[src/design/snsa_pkg.sv]
// Shared constants, types and helper functions of the strided N-d scatter address unit.
// No dependencies; the other .sv design files, snsa_chk apart, refer to it by scoped names.
`timescale 1ns / 1ps

package snsa_pkg;

    // Geometry
    localparam int MAX_DIMS   = 4;
    localparam int ADDR_WIDTH = 24;
    localparam int DIM_WIDTH  = 16;

    // Fixed field widths
    localparam int IDX_W      = 24;
    localparam int VALUE_W    = 32;
    localparam int CS_W       = 32;
    localparam int PACK_W     = 64;
    localparam int CFG_IDX_W  = 3;
    localparam int CFG_DATA_W = 64;

    // Derived sizes
    localparam int N_CELLS    = MAX_DIMS * IDX_W;
    localparam int DIM_IDX_W  = (MAX_DIMS > 1) ? $clog2(MAX_DIMS) : 1;
    localparam int DIMN_W     = $clog2(MAX_DIMS + 1);
    localparam int DIV_W      = IDX_W + 1;

    // Register reset values
    localparam logic [2:0]        DIM_COUNT_RST = 3'd1;
    localparam logic [PACK_W-1:0] SHAPE_RST     = 64'h0001_0001_0001_0001;
    localparam logic [PACK_W-1:0] STRIDE_RST    = 64'h0001_0001_0001_0001;

    // Register indexes on the configuration channel
    typedef enum logic [CFG_IDX_W-1:0] {
        REG_FILL_VALUE = 3'd0,
        REG_DIM_COUNT  = 3'd1,
        REG_SHAPE      = 3'd2,
        REG_STRIDE     = 3'd3,
        REG_BASE       = 3'd4
    } cfg_reg_t;

    // Item moving along the cell row
    typedef struct packed {
        logic                  valid;
        logic                  last;
        logic [IDX_W-1:0]      rem;
        logic [ADDR_WIDTH-1:0] addr;
    } cell_item_t;

    // Finished write
    typedef struct packed {
        logic                  bad;
        logic                  last;
        logic [VALUE_W-1:0]    value;
        logic [ADDR_WIDTH-1:0] addr;
    } result_t;

    // Settled configuration handed to the datapath
    typedef struct packed {
        logic                                busy;
        logic                                bad;
        logic [MAX_DIMS-1:0]                 active;
        logic [VALUE_W-1:0]                  fill;
        logic [ADDR_WIDTH-1:0]               base;
        logic [MAX_DIMS-1:0][CS_W-1:0]       cs;
        logic [MAX_DIMS-1:0][DIM_WIDTH-1:0]  stride;
    } cfg_state_t;

    // Field d of a packed register; fields past the top read as zero
    function automatic logic [DIM_WIDTH-1:0] dim_field(input logic [PACK_W-1:0] packed_val,
                                                       input logic [DIM_IDX_W:0] d);
        logic [PACK_W-1:0] shifted;
        shifted = packed_val >> (d * DIM_WIDTH);
        return shifted[DIM_WIDTH-1:0];
    endfunction

    // Dimension count in use: zero counts as one, saturate at MAX_DIMS
    function automatic logic [DIMN_W-1:0] eff_dims(input logic [2:0] dim_count);
        logic [DIMN_W-1:0] n;
        if (dim_count == 3'd0)
            n = DIMN_W'(1);
        else if (32'(dim_count) > MAX_DIMS)
            n = DIMN_W'(MAX_DIMS);
        else
            n = DIMN_W'(dim_count);
        return n;
    endfunction

endpackage

[src/design/snsa_cfg.sv]
// Configuration registers and compact-stride sequencer of the scatter address unit.
// Depends on snsa_pkg; computes suffix products of the shape after each write.
`timescale 1ns / 1ps

module snsa_cfg
(
    input  logic                              clk,
    input  logic                              rst_n,
    input  logic                              cfg_valid,
    output logic                              cfg_ready,
    input  logic [snsa_pkg::CFG_IDX_W-1:0]    cfg_index,
    input  logic [snsa_pkg::CFG_DATA_W-1:0]   cfg_data,
    output snsa_pkg::cfg_state_t              cfg_state
);

    typedef enum logic [1:0] {
        ST_IDLE,
        ST_START,
        ST_CALC,
        ST_CHECK
    } seq_state_t;

    logic [snsa_pkg::VALUE_W-1:0]    fill_reg;
    logic [2:0]                      dim_count_reg;
    logic [snsa_pkg::PACK_W-1:0]     shape_reg;
    logic [snsa_pkg::PACK_W-1:0]     stride_reg;
    logic [snsa_pkg::ADDR_WIDTH-1:0] base_reg;

    seq_state_t                                          state_reg;
    logic [snsa_pkg::DIM_IDX_W-1:0]                      k_reg;
    logic [snsa_pkg::DIMN_W-1:0]                         n_reg;
    logic [snsa_pkg::MAX_DIMS-1:0][snsa_pkg::CS_W-1:0]   cs_reg;
    logic                                                bad_reg;
    logic [snsa_pkg::MAX_DIMS-1:0]                       active_reg;

    logic                                                cfg_write;
    logic [snsa_pkg::DIMN_W-1:0]                         n_start;
    logic [snsa_pkg::DIM_IDX_W-1:0]                      k_start;
    logic [snsa_pkg::DIM_WIDTH-1:0]                      shape_f;
    logic [snsa_pkg::CS_W+snsa_pkg::DIM_WIDTH-1:0]       prod;
    logic                                                bad_next;
    logic [snsa_pkg::MAX_DIMS-1:0]                       active_next;

    assign cfg_ready = 1'b1;
    assign cfg_write = cfg_valid && cfg_ready;

    // Hold register writes
    always_ff @(posedge clk or negedge rst_n)
    begin
        if (!rst_n)
        begin
            fill_reg      <= '0;
            dim_count_reg <= snsa_pkg::DIM_COUNT_RST;
            shape_reg     <= snsa_pkg::SHAPE_RST;
            stride_reg    <= snsa_pkg::STRIDE_RST;
            base_reg      <= '0;
        end
        else if (cfg_write)
        begin
            unique case (cfg_index)
                snsa_pkg::REG_FILL_VALUE: fill_reg      <= cfg_data[snsa_pkg::VALUE_W-1:0];
                snsa_pkg::REG_DIM_COUNT:  dim_count_reg <= cfg_data[2:0];
                snsa_pkg::REG_SHAPE:      shape_reg     <= cfg_data;
                snsa_pkg::REG_STRIDE:     stride_reg    <= cfg_data;
                snsa_pkg::REG_BASE:       base_reg      <= cfg_data[snsa_pkg::ADDR_WIDTH-1:0];
                default: ;
            endcase
        end
    end

    // Start point and one multiply step of the suffix product
    always_comb
    begin
        n_start = snsa_pkg::eff_dims(dim_count_reg);
        k_start = snsa_pkg::DIM_IDX_W'(n_start - 1'b1);
        shape_f = snsa_pkg::dim_field(shape_reg, {1'b0, k_reg});
        prod    = {{snsa_pkg::DIM_WIDTH{1'b0}}, cs_reg[k_reg]}
                * {{snsa_pkg::CS_W{1'b0}}, shape_f};
    end

    // Flag a zero stride among the dimensions in use
    always_comb
    begin
        bad_next    = 1'b0;
        active_next = '0;
        for (int d = 0; d < snsa_pkg::MAX_DIMS; d++)
        begin
            if ((snsa_pkg::DIMN_W'(d) < n_reg) && (cs_reg[d] == '0))
                bad_next = 1'b1;
        end
        for (int d = 0; d < snsa_pkg::MAX_DIMS; d++)
        begin
            active_next[d] = (snsa_pkg::DIMN_W'(d) < n_reg) && !bad_next;
        end
    end

    // Sequence the compact strides, innermost dimension first
    always_ff @(posedge clk or negedge rst_n)
    begin
        if (!rst_n)
        begin
            state_reg  <= ST_START;
            k_reg      <= '0;
            n_reg      <= '0;
            cs_reg     <= '0;
            bad_reg    <= 1'b0;
            active_reg <= '0;
        end
        else if (cfg_write)
        begin
            state_reg <= ST_START;
        end
        else
        begin
            unique case (state_reg)
                ST_IDLE: ;
                ST_START:
                begin
                    n_reg           <= n_start;
                    k_reg           <= k_start;
                    cs_reg[k_start] <= snsa_pkg::CS_W'(1);
                    state_reg       <= ST_CALC;
                end
                ST_CALC:
                begin
                    if (k_reg == '0)
                    begin
                        state_reg <= ST_CHECK;
                    end
                    else
                    begin
                        cs_reg[k_reg - 1'b1] <= prod[snsa_pkg::CS_W-1:0];
                        k_reg                <= k_reg - 1'b1;
                    end
                end
                ST_CHECK:
                begin
                    bad_reg    <= bad_next;
                    active_reg <= active_next;
                    state_reg  <= ST_IDLE;
                end
                default: state_reg <= ST_START;
            endcase
        end
    end

    // Present the settled configuration
    always_comb
    begin
        cfg_state.busy   = (state_reg != ST_IDLE);
        cfg_state.bad    = bad_reg;
        cfg_state.active = active_reg;
        cfg_state.fill   = fill_reg;
        cfg_state.base   = base_reg;
        cfg_state.cs     = cs_reg;
        for (int d = 0; d < snsa_pkg::MAX_DIMS; d++)
        begin
            cfg_state.stride[d] = snsa_pkg::dim_field(stride_reg, (snsa_pkg::DIM_IDX_W + 1)'(d));
        end
    end

endmodule

[config.mk]
export PLATFORM = sky130hd
export DESIGN_NAME = snsa_cfg
export DESIGN_NICKNAME = d
export VERILOG_FILES = /design/src/design/snsa_pkg.sv /design/src/design/snsa_cfg.sv
export SDC_FILE = /design/constraint.sdc
export NUM_CORES = 1
export LEC_CHECK = 0
export BUFFER_PORTS_ARGS = -buffer_cell sky130_fd_sc_hd__buf_4
export CAP_MARGIN = 20
export CELL_PAD_IN_SITES_DETAIL_PLACEMENT = 1
export CELL_PAD_IN_SITES_GLOBAL_PLACEMENT = 1
export CORE_MARGIN = 2
export CORE_UTILIZATION = 47
export DETAILED_ROUTE_END_ITERATION = 16
export PLACE_DENSITY = 0.82
export SLEW_MARGIN = 0
export SYNTH_ARGS = -nofsm -noshare
export SYNTH_HDL_FRONTEND = slang
export SYNTH_SLANG_ARGS = --single-unit
[constraint.sdc]
create_clock -name clk -period 9.8 [get_ports clk]
set_input_delay 0.49 -clock clk [delete_from_list [all_inputs] [get_ports clk]]
set_output_delay 0.49 -clock clk [all_outputs]
set_load 0.1 [all_outputs]
* Yosys cells after proc, flatten, opt, wreduce, memory -nomap -nowiden
Index checks and enable logic that the tools add are counted.
Storage, ports and cells: input port bits 70, flip-flop bits (word level) 327
Operators by class: $mul 1, mux-type cells 20, equality and inequality tests 9, add/subtract/negate cells 2, $lt $le $gt $ge 10, reductions and logical operators 30, shifts and indexed selects 1, bitwise gates (word level) 4
Operators by type and width (count):
- 128-bit case mux with 2 select lines | 1
- 128-bit bitwise mux | 1
- 32-bit demux with 2-bit select | 2
- 32-bit zero test | 4
- 128-bit two-way mux | 1
- 124-bit AND | 1
- 124-bit NOT | 1
- 32-bit two-way mux | 3
- 32-bit binary-select mux with 2-bit select | 1
- 64-bit by 6-bit right shift with 16-bit output | 1
- 32-bit by 16-bit multiplier with 32-bit output | 1
- 2-bit AND reduction | 8
- 1-bit logical AND | 10
- 2-bit by 3-bit less-than comparator with 1-bit output (second input constant) | 3
- 3-bit by 2-bit == test with 1-bit output (second input constant) | 2
- 3-bit zero test | 2
- 1-bit by 3-bit less-than comparator with 1-bit output (first input constant) | 2
- 2-bit by 3-bit less-than comparator with 1-bit output (first input constant) | 2
- 2-bit two-way mux | 3
- 3-bit two-way mux | 2
- 2-bit case mux with 3 select lines | 1
- 2-bit == test (second input constant) | 2
- 2-bit by 1-bit >= comparator with 1-bit output (second input constant) | 2
- 1-bit two-way mux | 4
- other kinds (15) | 17

* Logic depth before layout (Yosys ltp)
Gate-level depths: netlist of run 1.
depth in word-level cells 11, depth in mapped cells 32

* Least setup slack after synthesis of run 1
No wires, ideal clock.
kind register to register, start reg k_reg[0] (netlist bit), end reg cs_reg, in the netlist cfg_state[95], setup time 0.127 ns, slack 2.100 ns, cell stages (with the launch flop) 30, period minus slack after synthesis 7.700 ns, arrival 7.573 ns, cell sequence dfrtp_1 buf_6 buf_12 buf_6 buf_4 buf_2 buf_2 mux2_2 o21ai_1 nor2_1 fa_1 inv_1 fa_1 fa_1 inv_1 fa_1 fa_1 inv_1 fa_1 inv_1 ha_1 and2_1 or4_1 a31o_1 o21ai_2 nor4b_4 o31ai_1 o41a_1 xnor2_1 o21ai_1
Between the ends: longest elaborated chain between the ends 8
Ends and longest elaborated chain:
- start: declaration | RTL line snsa_cfg.sv:30 | logic [snsa_pkg::DIM_IDX_W-1:0] k_reg;
- start signal: assignment | RTL line snsa_cfg.sv:120 | k_reg <= k_start;
- start signal: assignment | RTL line snsa_cfg.sv:133 | k_reg <= k_reg - 1'b1;
- branches (longest 8 deep; another with 32-bit by 16-bit multiplier with 32-bit output)
- end signal: indexed assignment | RTL line snsa_cfg.sv:121 | cs_reg[k_start] <= snsa_pkg::CS_W'(1);
- end signal: indexed assignment | RTL line snsa_cfg.sv:132 | cs_reg[k_reg - 1'b1] <= prod[snsa_pkg::CS_W-1:0];
- end: declaration | RTL line snsa_cfg.sv:32 | logic [snsa_pkg::MAX_DIMS-1:0][snsa_pkg::CS_W-1:0] cs_reg;
Several ways; the timed one is not identified. The select of a mux whose other input is x is not followed. A chain may end at the register's enable or synchronous reset.

* Worst setup path after layout of run 1
start reg k_reg[0] (netlist bit), end reg cs_reg, in the netlist cfg_state[127]
The elaborated chain is that of the path after synthesis.

==> flow_summary.toml, run 1 <==
[setup_path]
end_kind = "register"
max_stage_delay_ns = 1.02
crit_top_cell = "fa_1"
rr_endpoint = "cfg_state[127]$_DFFE_PN0P_"
worstSetupEndpoint = "cfg_state[127]$_DFFE_PN0P_"
cp_max_fo = 55
arrival_ns = 9.10
rrSetupSlack_ns = 1.11
r2r-start = "k_reg[0]$_DFFE_PN0P_"
criticalPathCategory = "register to register"
reg2reg_depth = 23
slowest_stage = "dfrtp_4"
path_cells = "mux2_2 > o21ai_1 > nor2_1 > fa_1 > inv_1 > fa_1 > fa_1 > inv_1 > fa_1 > fa_1 > inv_1 > fa_1 > inv_1 > ha_1 > and2_1 > or4_1 > a31o_1 > o21ai_2 > nor4b_4 > o31ai_1 > o41a_1 > xnor2_1 > o21ai_1"
startpoint = "k_reg[0]$_DFFE_PN0P_"
start_kind = "register"
worstPathRequired_ns = 10.21

[yosys]
synth_seq_area_share = 0.325
synth-simple-area-share = 0.112
syn_inst = 2304
syn_area_per_cell_um2 = 10.9
synthesis.area_um2 = 25200
synth_cell_types = 69
synth_xor_area_frac = 0.0186
synth_compound_area_frac = 0.0621
synth_edf_count = 0
async_reset_ff_frac = 1.00
yosysWarnings = 0
ys_ff_latch = 327
syn_nets = 2754
synthAdderAreaFrac = 0.279
ys.flop_type = "dfrtp_1"
synthMuxAreaShare = 0.130
synth_top_family_by_area = "adder cells"

[timing]
fin_crit_sh = 0.887
slew_headroom = 0.230
grt_setup_unrepaired = "no"
fmax_mhz = 115
fin_setup_tns_ns = 0
setup_viol = 0
hold_slack_ns = -0.0382
finalHoldViolations = 29
drv_slew = 0
period_minus_slack_ns = 8.69
worstMarginPinSlew_ns = 1.14
skew_ns = 0.0246

[clock_network]
h-tree-depth = 2
clock_latency_ns = 0.56
ctsHoldBuffers = 0
post-cts-setup-buffers = 0
cts_tree = "done"
cts_buffer_depth = 3
ctsResizeCount = 0
cts.sinks = 327
clockRootBuffer = "clkbuf_16"
numCtsBuffers = 37
clk_pin_slew_ns = 0.06

[floorplanning]
core_area_um2 = 52800
placementRows = 84
die_area_um2 = 55500
die_w_um = 236
start_util = 0.478
pin_count = 325
die_y_um = 236

[global_routing]
grt_pass1_wl_um = 138000
grt_start_max_net_pins = 107
grt_pass1_vias = 22400
gr-total-overflow = 0
grt_use_total = 0.327
antenna_found_initial = 1

[route]
drc = 0
routed-wl-met2_um = 45500
drt_first_iter_violations = 1383
first_pass_iters = 5
wl_met1_um = 33300
dr_wl_met3_um = 6510
wl_per_cell_um = 27.2
ant_nets = 0
vias = 19300
routed_wl_um = 89700
via_per_inst = 5.86
highest_layer = "met4"

[finish]
layout-drive-gt1-share = 0.258
num-nets-final = 3028
nFillCells = 5623
area_delta_synth_final_pct = 17.4
diodes = 0
largest_register_ffs = 128

[status]
violations = "negative hold slack"
outcome = "finished, violations left"

[run]
maxCapViolCount = 0

[hold_path]
hold_path_class = "primary input to async pin"

[placement]
portBuffers = 323
dpl.hpwl_um = 65700
gp_congestion = 0.971
## cell usage after synthesis, drive strengths merged (2+ instances only)
master   number  area share
nand3         8      0.0016
o21a         12      0.0036
nor2b        36      0.0089
ha           76       0.038
fa          304        0.24
nor2         65      0.0097
and4          2     0.00070
o41ai         2     0.00070
xor2          9      0.0034
nor3          4     0.00079
o21ai        53       0.011
a221o         4      0.0016
buf          17      0.0049
a21o         14      0.0042
xnor2        42       0.015
nor3b         2     0.00060
o21bai        4      0.0012
o31ai         3     0.00089
and3          6      0.0015
o211ai        3     0.00089
a22oi         3     0.00089
clkbuf       95       0.014
or3           2     0.00050
dfrtp       317        0.31
a31oi         4      0.0012
inv         362       0.054
o22ai         2     0.00050
o311ai        2     0.00070
a21oi        25      0.0050
mux2        197       0.088
a21boi        3     0.00089
nand2b        6      0.0015
a31o          2     0.00070
or4           3     0.00089
mux4         37       0.033
a22o         68       0.024
a211oi        4      0.0012
a32o          3      0.0012
nor4         33      0.0082
mux2i        20      0.0084
and2        108       0.027
dfstp        10       0.010
o2111ai       2     0.00070
nand2       316       0.047
nand4         6      0.0015
## worst max-delay path: cells and delay by family (launching register included)
kind | cells | cell delay [ns]
AND/OR/NAND/NOR | 4 | 1.10
multiplexers | 1 | 0.45
buffers and inverters | 4 | 0.21
XOR/XNOR | 1 | 0.30
adder cells (fa/ha/maj) | 7 | 3.43
AO/OA/AOI/OAI | 6 | 1.95
flip-flops | 1 | 1.02
## cells in the final DEF (no fill, tap or decap), types with 4 or more instances in the layout
master	Yosys	layout
mux2_2	197	197
xor2_1	8	8
and3_1	6	6
o21bai_1	4	4
o21ai_0	42	42
dfstp_2	10	10
and2_1	108	108
clkinv_2	0	7
nor2b_1	36	36
mux4_2	36	36
o21a_1	12	12
nand2b_1	6	6
nor2_1	65	65
inv_1	361	361
nand4_1	6	6
a22o_1	68	68
a211oi_1	4	4
fa_1	304	304
a221o_1	4	4
clkbuf_1	94	5
nand2_1	315	315
a21o_1	14	14
a21oi_1	25	22
nand3_1	8	8
o21ai_1	10	10
dfrtp_1	317	315
xnor2_1	40	40
mux2i_1	19	19
clkbuf_16	0	38
bufinv_16	0	6
buf_4	3	345
nor4_1	33	33
clkbuf_8	0	6
ha_1	76	76
## metrics by stage
| step | hold WS, ns | cells | setup slack, ns | cell area [um2] | util |
|---|---|---|---|---|---|
| after floorplan | 0.194 | 2304 | 2.10 | 25200 | - |
| after global placement | 0.482 | 3224 | 1.52 | 28200 | 0.534 |
| after detailed placement | 0.489 | 3226 | 1.31 | 28200 | 0.535 |
| after CTS | 0.00353 | 3293 | 1.23 | 29600 | 0.560 |
| after global routing | 0.0361 | 3294 | 0.791 | 29600 | 0.561 |
| final | -0.0382 | 3294 | 1.11 | 29600 | 0.561 |
## metal layers
layer	up-vias	GRT usage
li1	7923	-
met1	10200	0.387
met2	902	0.577
met3	282	0.0686
met4	0	0.142
met5	-	0
## final cells by class
cell class,instances,area [um2],area share
Multi-Input combinational cell,1503,15200,0.513
Sequential cell,327,8200,0.277
Timing Repair Buffer,347,2630,0.0890
Inverter,362,1360,0.0459
Clock buffer,49,1050,0.0356
Tap cell,688,861,0.0291
Clock inverter,18,287,0.00969
## kinds of logic after synthesis
kind of cell,after synthesis
fa+ha+maj,380
compound gates,217
simple gates,600
mux,254
flops,327
buf+inv,474
other cells,1
xor+xnor,51
## worst min-delay path by stage
stage	from	to	slack, ns	cells past startpoint
CTS	rst_n	stride_reg[54]$_DFFE_PN0P_	0.004	1
global placement	active_reg[3]$_DFFE_PN0P_	active_reg[3]$_DFFE_PN0P_	0.48	2
finish	rst_n	base_reg[4]$_DFFE_PN0P_	-0.04	1
detailed placement	active_reg[1]$_DFFE_PN0P_	active_reg[1]$_DFFE_PN0P_	0.49	2
floorplan	rst_n	active_reg[0]$_DFFE_PN0P_	0.19	0
global route	rst_n	stride_reg[54]$_DFFE_PN0P_	0.04	1
Power of run 1 is not shown: default switching activity piles up to over one toggle a cycle in this logic, so the estimate is an artifact.
==> run 2: changes to the inputs <==
--- a/config.mk
+++ b/config.mk
@@ -12,6 +12,7 @@
 export CORE_MARGIN = 2
 export CORE_UTILIZATION = 47
 export DETAILED_ROUTE_END_ITERATION = 16
+export GPL_TIMING_DRIVEN = 0
 export PLACE_DENSITY = 0.82
 export SLEW_MARGIN = 0
 export SYNTH_ARGS = -nofsm -noshare
==> run 2 against run 1 <==
Net effect:
- the flow now finishes without violations
- global-route usage up 2.6 points
- worst setup slack worse by 0.79 ns
- sequential share of layout area down 0.26 points
- sequential cell count unchanged
- clock skew up 0.023 ns
- critical path depth up 3
- register-to-register slack worse by 0.79 ns
- largest cell class unchanged
- highest routed layer is now met5
==> flow_summary.toml, run 2 (synthesis gave the netlist of run 1 again) <==
[global_routing]
use_met1 = 0.429
gr-total-overflow = 0
grt_use_total = 0.354
busiest_layer = "met2"
grt_start_max_net_pins = 122
grt_pass1_wl_um = 146000
antenna_found_initial = 3
grt_use_met2 = 0.596
grt_pass1_vias = 22700
grtUsageMet3 = 0.0843

[finish]
num-nets-final = 3117
multiInputGateArea_um2 = 15200
layout-drive-gt1-share = 0.246
area_delta_synth_final_pct = 18.4
layout_common_cells = "inv_1 (361), buf_4 (327), dfrtp_1 (317)"
largest_register_ffs = 128
final_util = 0.566
layout.cells.non_filler = 3385
nFillCells = 5620
final_common_cell = "inv_1"
seq_area_um2 = 8200

[run]
maxCapViolCount = 0

[timing]
fmax_mhz = 105
skew_ns = 0.0478
slew_headroom = 0.242
fin_setup_tns_ns = 0
fin_crit_sh = 0.967
grt_setup_unrepaired = "no"
hold_slack_ns = 0.138
drv_slew = 0
finalHoldViolations = 0
setup_viol = 0
worstMarginPinSlew_ns = 1.13
period_minus_slack_ns = 9.48

[setup_path]
cp.buffers_inverters = 8
start_kind = "register"
arrival_ns = 9.89
crit_top_cell = "fa_1"
criticalPathCategory = "register to register"
cp_top_family = "adder cells"
end_kind = "register"
slowest_stage = "mux4_2"
max_stage_delay_ns = 0.71
cp_max_fo = 16
worstPathRequired_ns = 10.21

[status]
outcome = "finished, final reports clean"

[route]
via_per_inst = 5.89
vias = 20000
routed_wl_um = 96500
wl_per_cell_um = 28.5
first_pass_iters = 5
drc = 0
ant_nets = 0
drt_first_iter_violations = 1650

[clock_network]
clock_latency_ns = 0.59
post-cts-setup-buffers = 0
clockRootBuffer = "clkbuf_16"
clk_pin_slew_ns = 0.06
numCtsBuffers = 37
h-tree-depth = 2
cts_tree = "done"
cts_buffer_depth = 3
cts.sinks = 327

[floorplanning]
start_util = 0.478
core_area_um2 = 52800
die_y_um = 236
pin_count = 325
placementRows = 84
die_w_um = 236
die_area_um2 = 55500

[placement]
portBuffers = 323
gp_congestion = 0.974
dpl.hpwl_um = 76100
dp_cells = 3319

[hold_path]
hold_path_class = "primary input to register"
run 2: worst reg2reg max path, stage by stage (launching register included):
cell and delay [ns]:
dfrtp_1 0.39, buf_2 0.25, buf_2 0.39, buf_2 0.42, buf_2 0.37, clkbuf_1 0.52
mux4_2 0.71, nand2_1 0.19, fa_1 0.59, fa_1 0.52, fa_1 0.52, inv_1 0.06
fa_1 0.48, fa_1 0.49, inv_1 0.05, fa_1 0.49, inv_1 0.05, ha_1 0.38
and2_1 0.21, or4_1 0.42, a31o_1 0.30, o21ai_2 0.20, nor4b_4 0.32, o31ai_1 0.17
o41a_1 0.36, xnor2_1 0.39, o21ai_1 0.12
run 2: area by class of cell:
cell class                      count  area share
Antenna cell                        1   0.0000839
Buffer                            108      0.0157
Clock buffer                       49      0.0335
Clock inverter                     19     0.00881
Inverter                          362      0.0455
Multi-Input combinational cell   1503       0.509
Sequential cell                   327       0.275
Tap cell                          688      0.0289
Timing Repair Buffer              328      0.0842
run 2: per-layer routing:
| layer | part of all wire | wire length (um) |
|---|---|---|
| met1 | 0.37 | 35500 |
| met2 | 0.49 | 47600 |
| met3 | 0.086 | 8310 |
| met4 | 0.052 | 5050 |
| met5 | 0.00026 | 25 |
run 2: path summary, 6_finish.rpt:
check                                          startpoint                    endpoint  slack (ns)  cells after the start
worst min-delay path                            cfg_valid    state_reg[1]$_DFFE_PN0P_        0.14                      2
max in group asynchronous                           rst_n   cfg_state[68]$_DFFE_PN0P_        8.20                      3
worst max register to register       k_reg[1]$_DFFE_PN0P_  cfg_state[159]$_DFFE_PN0P_        0.32                     26
worst max-delay path                 k_reg[1]$_DFFE_PN0P_  cfg_state[159]$_DFFE_PN0P_        0.32                     26
min in group asynchronous                           rst_n     fill_reg[4]$_DFFE_PN0P_        0.51                      2
worst min register to register  active_reg[1]$_DFFE_PN0P_   active_reg[1]$_DFFE_PN0P_        0.48                      2
run 2: what timing repair did:
item | CTS | global route
hold endpoints to repair | 59 | 0
hold buffers | 1 | 0
endpoints found under the setup margin | 1 | 16
resized for setup | 0 | 5
run 2: per-stage QoR:
stage | setup WS, ns | area, um2
2_1_floorplan | 2.10 | 25200
3_3_place_gp | 0.221 | 28500
3_5_place_dp | 0.0511 | 28600
4_1_cts | 0.0123 | 29800
5_1_grt | 0.0911 | 29800
6_report | 0.319 | 29800
Power of run 2 is left out for the same reason.
