File: src/design/snsa_pkg.sv
// Shared constants, types and helper functions of the strided N-d scatter address unit.
// No dependencies; the other .sv design files, snsa_chk apart, refer to it by scoped names.
`timescale 1ns / 1ps

package snsa_pkg;

    // Geometry
    localparam int MAX_DIMS   = 4;
    localparam int ADDR_WIDTH = 24;
    localparam int DIM_WIDTH  = 16;

    // Fixed field widths
    localparam int IDX_W      = 24;
    localparam int VALUE_W    = 32;
    localparam int CS_W       = 32;
    localparam int PACK_W     = 64;
    localparam int CFG_IDX_W  = 3;
    localparam int CFG_DATA_W = 64;

    // Derived sizes
    localparam int N_CELLS    = MAX_DIMS * IDX_W;
    localparam int DIM_IDX_W  = (MAX_DIMS > 1) ? $clog2(MAX_DIMS) : 1;
    localparam int DIMN_W     = $clog2(MAX_DIMS + 1);
    localparam int DIV_W      = IDX_W + 1;

    // Register reset values
    localparam logic [2:0]        DIM_COUNT_RST = 3'd1;
    localparam logic [PACK_W-1:0] SHAPE_RST     = 64'h0001_0001_0001_0001;
    localparam logic [PACK_W-1:0] STRIDE_RST    = 64'h0001_0001_0001_0001;

    // Register indexes on the configuration channel
    typedef enum logic [CFG_IDX_W-1:0] {
        REG_FILL_VALUE = 3'd0,
        REG_DIM_COUNT  = 3'd1,
        REG_SHAPE      = 3'd2,
        REG_STRIDE     = 3'd3,
        REG_BASE       = 3'd4
    } cfg_reg_t;

    // Item moving along the cell row
    typedef struct packed {
        logic                  valid;
        logic                  last;
        logic [IDX_W-1:0]      rem;
        logic [ADDR_WIDTH-1:0] addr;
    } cell_item_t;

    // Finished write
    typedef struct packed {
        logic                  bad;
        logic                  last;
        logic [VALUE_W-1:0]    value;
        logic [ADDR_WIDTH-1:0] addr;
    } result_t;

    // Settled configuration handed to the datapath
    typedef struct packed {
        logic                                busy;
        logic                                bad;
        logic [MAX_DIMS-1:0]                 active;
        logic [VALUE_W-1:0]                  fill;
        logic [ADDR_WIDTH-1:0]               base;
        logic [MAX_DIMS-1:0][CS_W-1:0]       cs;
        logic [MAX_DIMS-1:0][DIM_WIDTH-1:0]  stride;
    } cfg_state_t;

    // Field d of a packed register; fields past the top read as zero
    function automatic logic [DIM_WIDTH-1:0] dim_field(input logic [PACK_W-1:0] packed_val,
                                                       input logic [DIM_IDX_W:0] d);
        logic [PACK_W-1:0] shifted;
        shifted = packed_val >> (d * DIM_WIDTH);
        return shifted[DIM_WIDTH-1:0];
    endfunction

    // Dimension count in use: zero counts as one, saturate at MAX_DIMS
    function automatic logic [DIMN_W-1:0] eff_dims(input logic [2:0] dim_count);
        logic [DIMN_W-1:0] n;
        if (dim_count == 3'd0)
            n = DIMN_W'(1);
        else if (32'(dim_count) > MAX_DIMS)
            n = DIMN_W'(MAX_DIMS);
        else
            n = DIMN_W'(dim_count);
        return n;
    endfunction

endpackage

File: src/design/snsa_cell.sv
// One cell of the address row: a single restoring-division step fused with the
// stride accumulation. Depends on snsa_pkg for the item type and widths.
`timescale 1ns / 1ps

module snsa_cell
(
    input  logic                              clk,
    input  logic                              rst_n,
    input  logic                              en,
    input  logic                              active,
    input  logic [snsa_pkg::DIV_W-1:0]        div,
    input  logic [snsa_pkg::ADDR_WIDTH-1:0]   stride,
    input  snsa_pkg::cell_item_t              item_in,
    output snsa_pkg::cell_item_t              item_out
);

    snsa_pkg::cell_item_t item_reg;
    snsa_pkg::cell_item_t item_next;
    logic                 take;

    // Subtract the shifted divisor and add the shifted stride when it fits
    always_comb
    begin
        take      = active && ({1'b0, item_in.rem} >= div);
        item_next = item_in;
        if (take)
        begin
            item_next.rem  = item_in.rem - div[snsa_pkg::IDX_W-1:0];
            item_next.addr = item_in.addr + stride;
        end
    end

    // Advance the item whenever the row moves
    always_ff @(posedge clk or negedge rst_n)
    begin
        if (!rst_n)
        begin
            item_reg <= '0;
        end
        else if (en)
        begin
            item_reg <= item_next;
        end
    end

    assign item_out = item_reg;

endmodule

File: config.mk
export PLATFORM = sky130hd
export DESIGN_NAME = snsa_cell
export DESIGN_NICKNAME = d
export VERILOG_FILES = /design/src/design/snsa_pkg.sv /design/src/design/snsa_cell.sv
export SDC_FILE = /design/constraint.sdc
export NUM_CORES = 1
export LEC_CHECK = 0
export ABC_AREA = 1
export ABC_CLOCK_PERIOD_IN_PS = 1300
export BUFFER_PORTS_ARGS = -buffer_cell sky130_fd_sc_hd__buf_2
export CAP_MARGIN = 15
export CORE_ASPECT_RATIO = 1.75
export CORE_UTILIZATION = 38
export CTS_CLUSTER_SIZE = 24
export DETAILED_ROUTE_END_ITERATION = 12
export MAX_ROUTING_LAYER = met4
export PLACE_DENSITY = 0.56
export SYNTH_ARGS = -nofsm -noshare
export SYNTH_HDL_FRONTEND = slang
export SYNTH_SLANG_ARGS = --single-unit
File: constraint.sdc
create_clock -name clk -period 1.3 [get_ports clk]
set_input_delay 0.195 -clock clk [delete_from_list [all_inputs] [get_ports clk]]
set_output_delay 0.195 -clock clk [all_outputs]
set_load 0.01 [all_outputs]
* Yosys cells after proc, flatten, opt, wreduce, memory -nomap -nowiden
Cells that the tools add are included.
** Word-level totals
- Register bits :: 50
- Input port bits :: 103
- Output and inout port bits :: 50
- Logic and storage cells :: 9
** Operators by class
- $add $sub $neg :: 2
- Magnitude comparators :: 1
- Muxes and demuxes :: 1
- Reductions and logical operators :: 1
** Operators by type and width (count)
- $mux W48 :: 1
- $ge A24 B25 Y1 :: 1
- $add A24 B24 Y24 :: 1
- $sub A24 B24 Y24 :: 1
- $logic_and A1 B1 Y1 :: 1

* Longest topological paths before layout
Gate-level depths: netlist of the first run.
- Word-level depth :: 3
- Gate-level depth with buffers :: 16
- Mapped depth without buffers :: 15

* Worst setup path after synthesis of the first run
No wires, ideal clock.
- Path kind :: input-to-reg
- Start point :: input port div[8] (netlist name)
- End point :: register item_reg, in the netlist item_out[26]
- Setup time :: 0.118 ns
- Arrival :: 1.667 ns
- Required time :: 1.182 ns
- Path slack :: -0.485 ns
- Stages :: 13
- Buffers on the path :: 2
- Path through :: inv_1 > ha_1 > nand2_1 > nor2_2 > nand3_1 > nand3_1 > nand3b_1 > nand2_2 > buf_4 > buf_4 > nand3_1 > nand3_1 > nand2_1
** Between the ends
- Cells in the longest elaborated chain, start to end :: 3
** Ends and longest elaborated chain
- from (decl) :: line snsa_cell.sv:11 : input logic [snsa_pkg::DIV_W-1:0] div,
- $ge A24 B25 Y1 :: line snsa_cell.sv:24 : take = active && ({1'b0, item_in.rem} >= div);
- $logic_and A1 B1 Y1 :: line snsa_cell.sv:24
- $mux W48 :: line snsa_cell.sv:26 : if (take)
- to (signal assigned) :: line snsa_cell.sv:42 : item_reg <= item_next;
- to (decl) :: line snsa_cell.sv:17 : snsa_pkg::cell_item_t item_reg;
No other way between the ends.
A chain may end at the register's enable or synchronous reset.

* Worst setup path after layout of the first run
- Start point :: input port item_in[35] (netlist name)
- End point :: register item_reg, in the netlist item_out[25]
** Between the ends
- Cells in the longest elaborated chain, start to end :: 3
** Ends and longest elaborated chain
- from (decl) :: line snsa_cell.sv:13 : input snsa_pkg::cell_item_t item_in,
- $ge A24 B25 Y1 :: line snsa_cell.sv:24
- $logic_and A1 B1 Y1 :: line snsa_cell.sv:24
- $mux W48 :: line snsa_cell.sv:26
No other way between the ends.

==> out/metrics.yaml, run 1 <==
status: "complete, but fails checks"
violations: "setup timing"
die_y_um: 171
ir_worst_vdd_mv: 0.621
synth-warning-count: 0
tightest_slew_ns: 0.366
place_area_um2: 8760
rr_worst_depth: 2
cts_inserted_buffers: 5
synthCells: 1136
syn_avg_cell_area_um2: 5.48
chipWidth_um: 98.8
post-place-cells: 1603
wl_um: 25000
clk_pin_slew_ns: 0.07
io_pins: 153
power.leakage_nw: 5.78
cp-start-kind: "primary input"
drt_iter0_drc: 282
die-area_um2: 16900
grt_pass1_wl_um: 37400
synth_nets: 1288
h-tree-depth: 2
fin_crit_sh_pct: 134
hold_violations: 0
min_path_cells: 3
grt_start_max_net_pins: 51
cp_cell_sequence: "buf_2 > ha_4 > nand2_2 > buf_4 > nor3_2 > nand3b_1 > nand2_8 > nand2_8 > clkbuf_16 > nand2_2 > nand3_2 > nand2_1"
relSlewSlack_pct: 75.4
setup_slack_ns: -0.444
fin_cells: 1627
cp_max_fo: 6
hpwl_um: 19700
hp-class: "primary input to flip-flop"
drc: 0
ys_seq_elements: 50
syn_area_um2: 6230
hold_start: "item_in[48]"
insertion_delay_ns: 0.31
overflow: 0
finalCriticalPeriod_ns: 1.74
ys_types: 24
detail-route-antenna-nets: 0
cp.depth: 12
crit_required_ns: 1.55
routedWlPerCell_um: 15.4
antenna_found_initial: 1
skew_ns: 0
setup_viol: 48
path_class: "primary input to flip-flop"
vias_per_cell: 4.80
first_pass_iters: 5
hold_ws_ns: 0.0949
final_nets: 1588
maxCapViolations: 0
end_kind: "flip-flop"
final_layout_size_suffix_gt1_share_pct: 35.3
pre_cts_slack_ns: -0.803
design_area_um2: 9720
clkSinkCount: 50
grt_pass1_vias: 7747
crit_buf_inv: 3
syn_to_final_growth_pct: 56.0
ys_seq_area_share_pct: 20.1
port_buffers: 152
rows: 61
root_buffer: "clkbuf_16"
clock.fmax_mhz: 573
mostFrequentLayoutCell: "nand2_1"
cts_tree: "yes"
max_stage_delay_ns: 0.30
start_util_pct: 39.0
drv_slew: 0
min_delay_worst_endpoint: "item_out[48]"
r2r_end: "item_out[10]"
path_delay_family: "simple AND/OR/NAND/NOR gates"
crit_arrival_ns: 1.99
layout_common_cells: "nand2_1 (431), inv_1 (218), buf_2 (150)"
crit_start: "item_in[35]"
rrSetupSlack_ns: 0.62
gp_congestion: 0.951
largest_reg_flops: 50
powerDensity_nw_per_um2: 756
rsz0062_at_grt: "yes"
worstReg2RegStart: "item_out[10]"
cts_buffer_depth: 2
dr_total_vias: 7809
grt.total_usage_pct: 29.8
crit_slowest_cell: "ha_4"
core_um2: 16000
layout make-up:
cell class / count / area [µm²]
Antenna cell: 1 / 2.50
Clock inverter: 3 / 43.8
Clock buffer: 5 / 125
Tap cell: 189 / 236
Inverter: 236 / 898
Sequential cell: 50 / 1250
Timing Repair Buffer: 318 / 2240
Multi-Input combinational cell: 825 / 4920
Fill cell: 1658 / 6230
report_power, final:
group,internal (mW),leakage [nW],switching [mW],total (mW)
clock network,0.915,0.0842,0.682,1.60
registers,1.74,0.605,0.128,1.87
logic,1.75,5.09,2.14,3.89
total,4.40,5.78,2.95,7.35
worst max-delay path by stage:
stage                   end  slack (ns)
2_1_floorplan  item_out[15]       -0.38
3_3_place_gp   item_out[23]       -0.76
3_5_place_dp   item_out[23]       -0.80
4_1_cts         item_out[0]       -0.38
5_1_grt        item_out[26]       -0.52
6_report       item_out[25]       -0.44
tightest hold or removal path, delay by kind of cell:
family / cells / cell delay [ns]
AND/OR/NAND/NOR: 2 / 0.09
buffers and inverters: 1 / 0.08
synthesized netlist by cell type:
master | n | share of area (%)
inv_2 | 1 | 0.060
nor2_1 | 61 | 3.7
nor2_2 | 3 | 0.30
nor3_1 | 4 | 0.32
or2_2 | 1 | 0.10
inv_1 | 235 | 14
ha_1 | 47 | 9.4
buf_1 | 4 | 0.24
fa_1 | 2 | 0.64
nand3b_1 | 20 | 2.4
a21oi_1 | 23 | 1.8
xor2_1 | 1 | 0.14
nand2_2 | 1 | 0.10
clkbuf_1 | 12 | 0.72
nand2_1 | 499 | 30
buf_4 | 3 | 0.36
nand4_1 | 10 | 1.0
buf_2 | 4 | 0.32
nand3_1 | 131 | 11
dfrtp_1 | 50 | 20
buf_6 | 3 | 0.54
nor3_2 | 1 | 0.16
xnor2_1 | 18 | 2.5
and2_1 | 2 | 0.20
layer usage:
| metal | global-route usage (%) | routed length (µm) |
|---|---|---|
| met1 | 27.1 | 8560 |
| met5 | - | 0 |
| met3 | 1.67 | 473 |
| met2 | 58.6 | 14100 |
| met4 | 20.0 | 1870 |
kinds of logic after synthesis:
kind of cell               Yosys count  share of synthesized area (%)
adders and majority gates           49                           10.1
and+or+nand+nor                    733                           48.9
AOI/OAI and AO/OA                   23                           1.85
DFF                                 50                           20.1
xor gates and xnor gates            19                           2.67
buffers and inverters              262                           16.4
stage by stage:
stage | utilization (%) | total power [mW] | TNS [ns]
6_report | 60.9 | 7.35 | -19.02
5_1_grt | 60.9 | 7.79 | -23.67
4_1_cts | 57.1 | 7.09 | -16.96
3_5_place_dp | 54.9 | 5.38 | -34.93
3_3_place_gp | 54.9 | 5.37 | -33.37
2_1_floorplan | - | 3.81 | -16.26
repair_timing:
item,4_1_cts,5_1_grt
gates resized for setup,27,130
endpoints found under the hold margin,50,0
cloned,2,7
buffers inserted,3,3
hold buffers,1,0
setup endpoints to repair,48,48
pin swaps,4,50
Note: power is estimated with default switching activity, not from simulation.
==> run 2: changes to the inputs <==
--- a/config.mk
+++ b/config.mk
@@ -18,3 +18,4 @@
 export SYNTH_ARGS = -nofsm -noshare
 export SYNTH_HDL_FRONTEND = slang
 export SYNTH_SLANG_ARGS = --single-unit
+export TNS_END_PERCENT = 20
==> run 2 against run 1 <==
  * The run still ends with setup timing left
  * Cell count up 0.49%
  * Total power is 1.2% higher
  * First-iteration DRC count shrank 7.8%
  * Sequential power about the same
  * Clock power barely moved
  * Critical endpoint is now item_out[3]
  * Largest cell class unchanged
==> out/metrics.yaml, run 2 (same netlist as run 1, synthesis figures left out) <==
status: "complete, but fails checks"  # unchanged
violations: "setup timing"  # unchanged
cts_buffer_depth: 2  # unchanged
cp.depth: 16  # was 12
grt_pass1_vias: 7741  # was 7747
grt_pass1_wl_um: 37500  # was 37400 µm
routedWlPerCell_um: 15.2  # was 15.4 µm
grt.total_usage_pct: 30.0  # was 29.8%
crit_buf_inv: 3  # unchanged
die-area_um2: 16900  # unchanged
rr_worst_depth: 2  # unchanged
crit_start: "item_in[31]"  # was item_in[35]
crit_slowest_cell: "ha_4"  # unchanged
drc: 0  # unchanged
worstReg2RegStart: "item_out[41]"  # was item_out[10]
clk_pin_slew_ns: 0.07  # about the same
vias_per_cell: 4.82  # was 4.80
detail-route-antenna-nets: 0  # unchanged
layout_common_cells: "nand2_1 (437), inv_1 (206), buf_4 (156)"  # was nand2_1 (431), inv_1 (218), buf_2 (150)
hold_violations: 0  # unchanged
crit_top_cell: "nand2_4"
final_nets: 1597  # was 1588
grt_start_max_net_pins: 42  # was 51
fin_crit_sh_pct: 131  # was 134%
cp_max_fo: 7  # was 6
first_pass_iters: 5  # unchanged
mostFrequentLayoutCell: "nand2_1"  # unchanged
max_stage_delay_ns: 0.32  # was 0.30 ns
clkSinkCount: 50  # unchanged
cp-start-kind: "primary input"  # unchanged
cp_cell_sequence: "buf_2 > ha_4 > nand2_4 > nor2_4 > nand2_2 > nor2_2 > nand2_1 > nand3_2 > nor2_4 > nand2_4 > buf_6 > nand2_8 > buf_12 > nand2_4 > nand3_2 > nand2_2"  # was buf_2 > ha_4 > nand2_2 > buf_4 > nor3_2 > nand3b_1 > nand2_8 > nand2_8 > clkbuf_16 > nand2_2 > nand3_2 > nand2_1
maxCapViolations: 0  # unchanged
rows: 61  # unchanged
powerDensity_nw_per_um2: 754  # was 756 nW/µm²
syn_to_final_growth_pct: 58.3  # was 56.0%
crit_required_ns: 1.54  # was 1.55 ns
clock.fmax_mhz: 587  # was 573 MHz
insertion_delay_ns: 0.30  # was 0.31 ns
root_buffer: "clkbuf_16"  # unchanged
design_area_um2: 9860  # was 9720 µm²
setup_slack_ns: -0.404  # was -0.444 ns
ir_worst_vdd_mv: 0.487  # was 0.621 mV
p_total_mw: 7.44  # was 7.35 mW
tightest_slew_ns: 0.310  # was 0.366 ns
drv_slew: 0  # unchanged
port_buffers: 152  # unchanged
core_um2: 16000  # unchanged
largest_reg_flops: 50  # unchanged
cts_tree: "yes"  # unchanged
wl_um: 24900  # was 25000 µm
cp-endpoint: "item_out[3]"  # was item_out[25]
rrSetupSlack_ns: 0.59  # was 0.62 ns
setup_viol: 48  # unchanged
r2r_end: "item_out[41]"  # was item_out[10]
power.leakage_nw: 5.85  # was 5.78 nW
crit_arrival_ns: 1.95  # was 1.99 ns
relSlewSlack_pct: 79.2  # was 75.4%
place_area_um2: 8690  # was 8760 µm²
antenna_cells: 0  # was 1
drt_iter0_drc: 260  # was 282
end_kind: "flip-flop"  # unchanged
path_class: "primary input to flip-flop"  # unchanged
die_y_um: 171  # unchanged
start_util_pct: 39.0  # unchanged
rsz0062_at_grt: "yes"  # unchanged
dr_total_vias: 7883  # was 7809
gp_congestion: 0.984  # was 0.951
finalCriticalPeriod_ns: 1.70  # was 1.74 ns
chipWidth_um: 98.8  # unchanged
io_pins: 153  # unchanged
final_layout_size_suffix_gt1_share_pct: 35.1  # was 35.3%
post-place-cells: 1604  # was 1603
hp-class: "primary input to flip-flop"  # unchanged
cts_inserted_buffers: 5  # unchanged
h-tree-depth: 2  # unchanged
antenna_found_initial: 0  # was 1
skew_ns: 0  # unchanged
overflow: 0  # unchanged
fin_cells: 1635  # was 1627
path_delay_family: "simple AND/OR/NAND/NOR gates"  # unchanged
hpwl_um: 19500  # was 19700 µm
[run 2: cell types whose count changed in the layout (fill, tap and decap cells not counted), sizes merged]
| cell | before | now |
|---|---|---|
| clkinv | 1 | 0 |
| clkbuf | 9 | 7 |
| inv | 237 | 236 |
| buf | 313 | 326 |
| diode | 1 | 0 |
| clkinvlp | 0 | 1 |
| nand2 | 501 | 500 |
[run 2: repair_timing]
action	CTS	global route
setup buffers	7	8
hold buffers	1	0
endpoints found under the setup margin	48	48
pin swaps	38	48
resized for setup	103	101
gates cloned	6	1
hold endpoints to repair	6	0
[run 2: routing by layer]
| metal | GRT usage (%) | part of all wire, % |
|---|---|---|
| met1 | 26.8 | 33 |
| met2 | 59.3 | 57 |
| met3 | 1.95 | 2.4 |
| met4 | 20.2 | 6.9 |
| met5 | - | 0 |
[run 2: how the worst min path moves through the flow]
stage	from	endpoint	cells past startpoint
floorplan	rst_n	item_out[0]	0
global placement	rst_n	item_out[48]	1
detailed placement	rst_n	item_out[49]	1
CTS	item_in[48]	item_out[48]	3
global route	item_in[49]	item_out[49]	3
finish	item_in[48]	item_out[48]	3
[run 2: cell type report]
type | count | area [µm²]
repair buffers | 328 | 2460
fillers | 1633 | 6090
flip-flops and latches | 50 | 1250
clock buffers | 6 | 129
inverters | 236 | 903
multi-input cells | 824 | 4840
well taps | 189 | 236
clock inverters | 2 | 37.5
[run 2: worst min-delay path: stages]
cell and delay (ns):
buf_2 0.08, nand2_1 0.04, nand2_1 0.05
[run 2: per-stage QoR]
| step | TNS (ns) | hold WS [ns] | worst slack, ns | util (%) |
|---|---|---|---|---|
| final | -17.38 | 0.0893 | -0.404 | 61.8 |
| after global routing | -23.57 | 0.0936 | -0.526 | 61.8 |
| after CTS | -16.02 | 0.0836 | -0.370 | 59.1 |
| after detailed placement | -33.29 | 0.0713 | -0.734 | 54.5 |
| after global placement | -32.78 | 0.0641 | -0.722 | 54.5 |
| after floorplan | -16.32 | -0.101 | -0.381 | - |
[run 2: power breakdown]
group | total, mW | switching (mW) | internal [mW]
clock | 1.57 | 0.657 | 0.912
sequential | 1.86 | 0.126 | 1.74
combinational | 4.00 | 2.14 | 1.86
total | 7.44 | 2.93 | 4.51
==> run 3: changes to the inputs <==
==> constraint.sdc (replaced) <==
create_clock -name clk -period 1.3 [get_ports clk]
set_input_delay 0.065 -clock clk [delete_from_list [all_inputs] [get_ports clk]]
set_output_delay 0.065 -clock clk [all_outputs]
set_load 0.01 [all_outputs]
==> run 3 against run 2 <==
  * Final area is 0.72% higher
  * Utilization is 0.45 points higher
  * Critical path depth stayed put
  * Clock skew stayed put
  * Combinational power is 2% higher
  * Largest cell class unchanged
  * Register-to-register slack better by 0.04 ns
  * The run still ends with setup timing left
  * Critical endpoint is now item_out[12]
  * Global-route usage is 0.58 points higher
  * Largest power group unchanged
  * Die area stayed put
  * Maximum frequency is 2.2% higher
  * Worst hold slack worse by 0.021 ns
  * Total power is 1.6% higher
  * Routed wire length is 2.6% higher
  * Highest routed layer unchanged
==> out/metrics.yaml, run 3 (same netlist as run 1, synthesis figures left out) <==
mostFrequentLayoutCell: "nand2_1"  # unchanged
die-area_um2: 16900  # unchanged
rsz0062_at_grt: "yes"  # unchanged
rows: 61  # unchanged
violations: "setup timing"  # unchanged
final_layout_size_suffix_gt1_share_pct: 34.6  # was 35.1%
vias_per_cell: 4.84  # was 4.82
antenna_cells: 0  # unchanged
first_pass_iters: 4  # was 5
min_path_cells: 5  # was 3
cp_max_fo: 7  # unchanged
h-tree-depth: 2  # unchanged
fin_util_pct: 62.3  # was 61.8%
syn_to_final_growth_pct: 59.5  # was 58.3%
skew_ns: 0  # unchanged
clk_pin_slew_ns: 0.07  # about the same
finalCriticalPeriod_ns: 1.67  # was 1.70 ns
cts_tree: "yes"  # unchanged
largest_reg_flops: 50  # unchanged
place_area_um2: 8680  # was 8690 µm²
status: "complete, but fails checks"  # unchanged
cts_inserted_buffers: 5  # unchanged
cp-start-kind: "primary input"  # unchanged
final_nets: 1605  # was 1597
insertion_delay_ns: 0.32  # was 0.30 ns
end_kind: "flip-flop"  # unchanged
nFillCells: 1583  # was 1633
rr_worst_depth: 2  # unchanged
grt_pass1_wl_um: 38300  # was 37500 µm
design_area_um2: 9930  # was 9860 µm²
hpwl_um: 19200  # was 19500 µm
crit_required_ns: 1.56  # was 1.54 ns
gp_congestion: 0.994  # was 0.984
root_buffer: "clkbuf_16"  # unchanged
hp-class: "primary input to flip-flop"  # unchanged
drv_slew: 0  # unchanged
maxCapViolations: 0  # unchanged
drt_iter0_drc: 259  # was 260
finalSetupTns_ns: -13.24  # was -17.38 ns
port_buffers: 152  # unchanged
wl_um: 25500  # was 24900 µm
grt_pass1_vias: 7913  # was 7741
setup_slack_ns: -0.367  # was -0.404 ns
tightest_slew_ns: 0.324  # was 0.310 ns
antenna_found_initial: 0  # unchanged
grt_start_max_net_pins: 51  # was 42
clock.fmax_mhz: 600  # was 587 MHz
path_class: "primary input to flip-flop"  # unchanged
chipWidth_um: 98.8  # unchanged
overflow: 0  # unchanged
cts_buffer_depth: 2  # unchanged
detail-route-antenna-nets: 0  # unchanged
ir_worst_vdd_mv: 0.493  # was 0.487 mV
setup_viol: 48  # unchanged
die_y_um: 171  # unchanged
crit_arrival_ns: 1.92  # was 1.95 ns
drc: 0  # unchanged
relSlewSlack_pct: 78.4  # was 79.2%
hold_violations: 0  # unchanged
clkSinkCount: 50  # unchanged
layout_common_cells: "nand2_1 (448), inv_1 (212), buf_4 (156)"  # was nand2_1 (437), inv_1 (206), buf_4 (156)
fin_crit_sh_pct: 128  # was 131%
p_total_mw: 7.56  # was 7.44 mW
dr_total_vias: 7954  # was 7883
io_pins: 153  # unchanged
routedWlPerCell_um: 15.5  # was 15.2 µm
start_util_pct: 39.0  # unchanged
core_um2: 16000  # unchanged
power.leakage_nw: 5.87  # was 5.85 nW
powerDensity_nw_per_um2: 761  # was 754 nW/µm²
grt.total_usage_pct: 30.6  # was 30.0%
run 3: changes by cell type in the layout (fill, tap and decap cells not counted), moves of 6 or more:
cell / before / now
buf_2: 133 / 139
nand2_4: 28 / 16
inv_1: 206 / 212
nand2_1: 437 / 448
nand3_1: 105 / 95
run 3: cell type report:
class	instances	area [µm²]	share of cell area (%)
clock buffer	5	125	1.26
clock inverter	3	43.8	0.441
inverter	236	901	9.07
multi-input combinational	825	4840	48.7
sequential	50	1250	12.6
tap	189	236	2.38
timing repair buffer	335	2530	25.5
run 3: where the power goes:
part           total (mW)  switching [mW]  leakage [nW]  internal, mW
clock                1.61           0.693        0.0842         0.915
combinational        4.09            2.19          5.18          1.90
sequential           1.86           0.121         0.605          1.74
run 3: per-layer routing:
metal | global-route usage [%] | routed length [µm]
met5 | - | 0
met1 | 27.4 | 8540
met4 | 18.9 | 1470
met3 | 1.71 | 654
met2 | 61.5 | 14800
run 3: path summary, 6_finish.rpt:
| check | start | end | slack, ns |
|---|---|---|---|
| setup / recovery | item_in[27] | item_out[12] | -0.37 |
| setup reg to reg | item_out[12] | item_out[12] | 0.63 |
| hold / removal | item_in[6] | item_out[6] | 0.07 |
| hold reg to reg | item_out[48] | item_out[48] | 0.47 |
| max in group asynchronous | rst_n | item_out[14] | 0.77 |
| min in group asynchronous | rst_n | item_out[4] | 0.26 |
run 3: what timing repair did:
action                     CTS  global route
buffers inserted             9            10
hold endpoints to repair    52             0
gates cloned                 7             4
gates resized for setup     69           104
setup endpoints to repair   48            48
hold buffers                 3             0
pin swaps                   22            64
run 3: per-stage QoR:
step	setup slack [ns]	instances	hold WS (ns)
6_report	-0.367	1643	0.0681
4_1_cts	-0.326	1632	0.0630
3_3_place_gp	-0.679	1605	0.0814
5_1_grt	-0.429	1643	0.107
2_1_floorplan	-0.251	1136	-0.231
3_5_place_dp	-0.703	1605	0.0826
run 3: worst max-delay path, cell delays in order:
cell and delay [ns]:
buf_4 0.13, ha_4 0.29, nand2_2 0.07, nor2_2 0.13
nand2_2 0.09, nor2_1 0.12, nand2_1 0.07, nand3_2 0.09
nor2_4 0.05, nand2_4 0.11, buf_8 0.14, nand2_8 0.10
buf_12 0.18, nand2_1 0.12, nand3_4 0.09, nand2_2 0.07
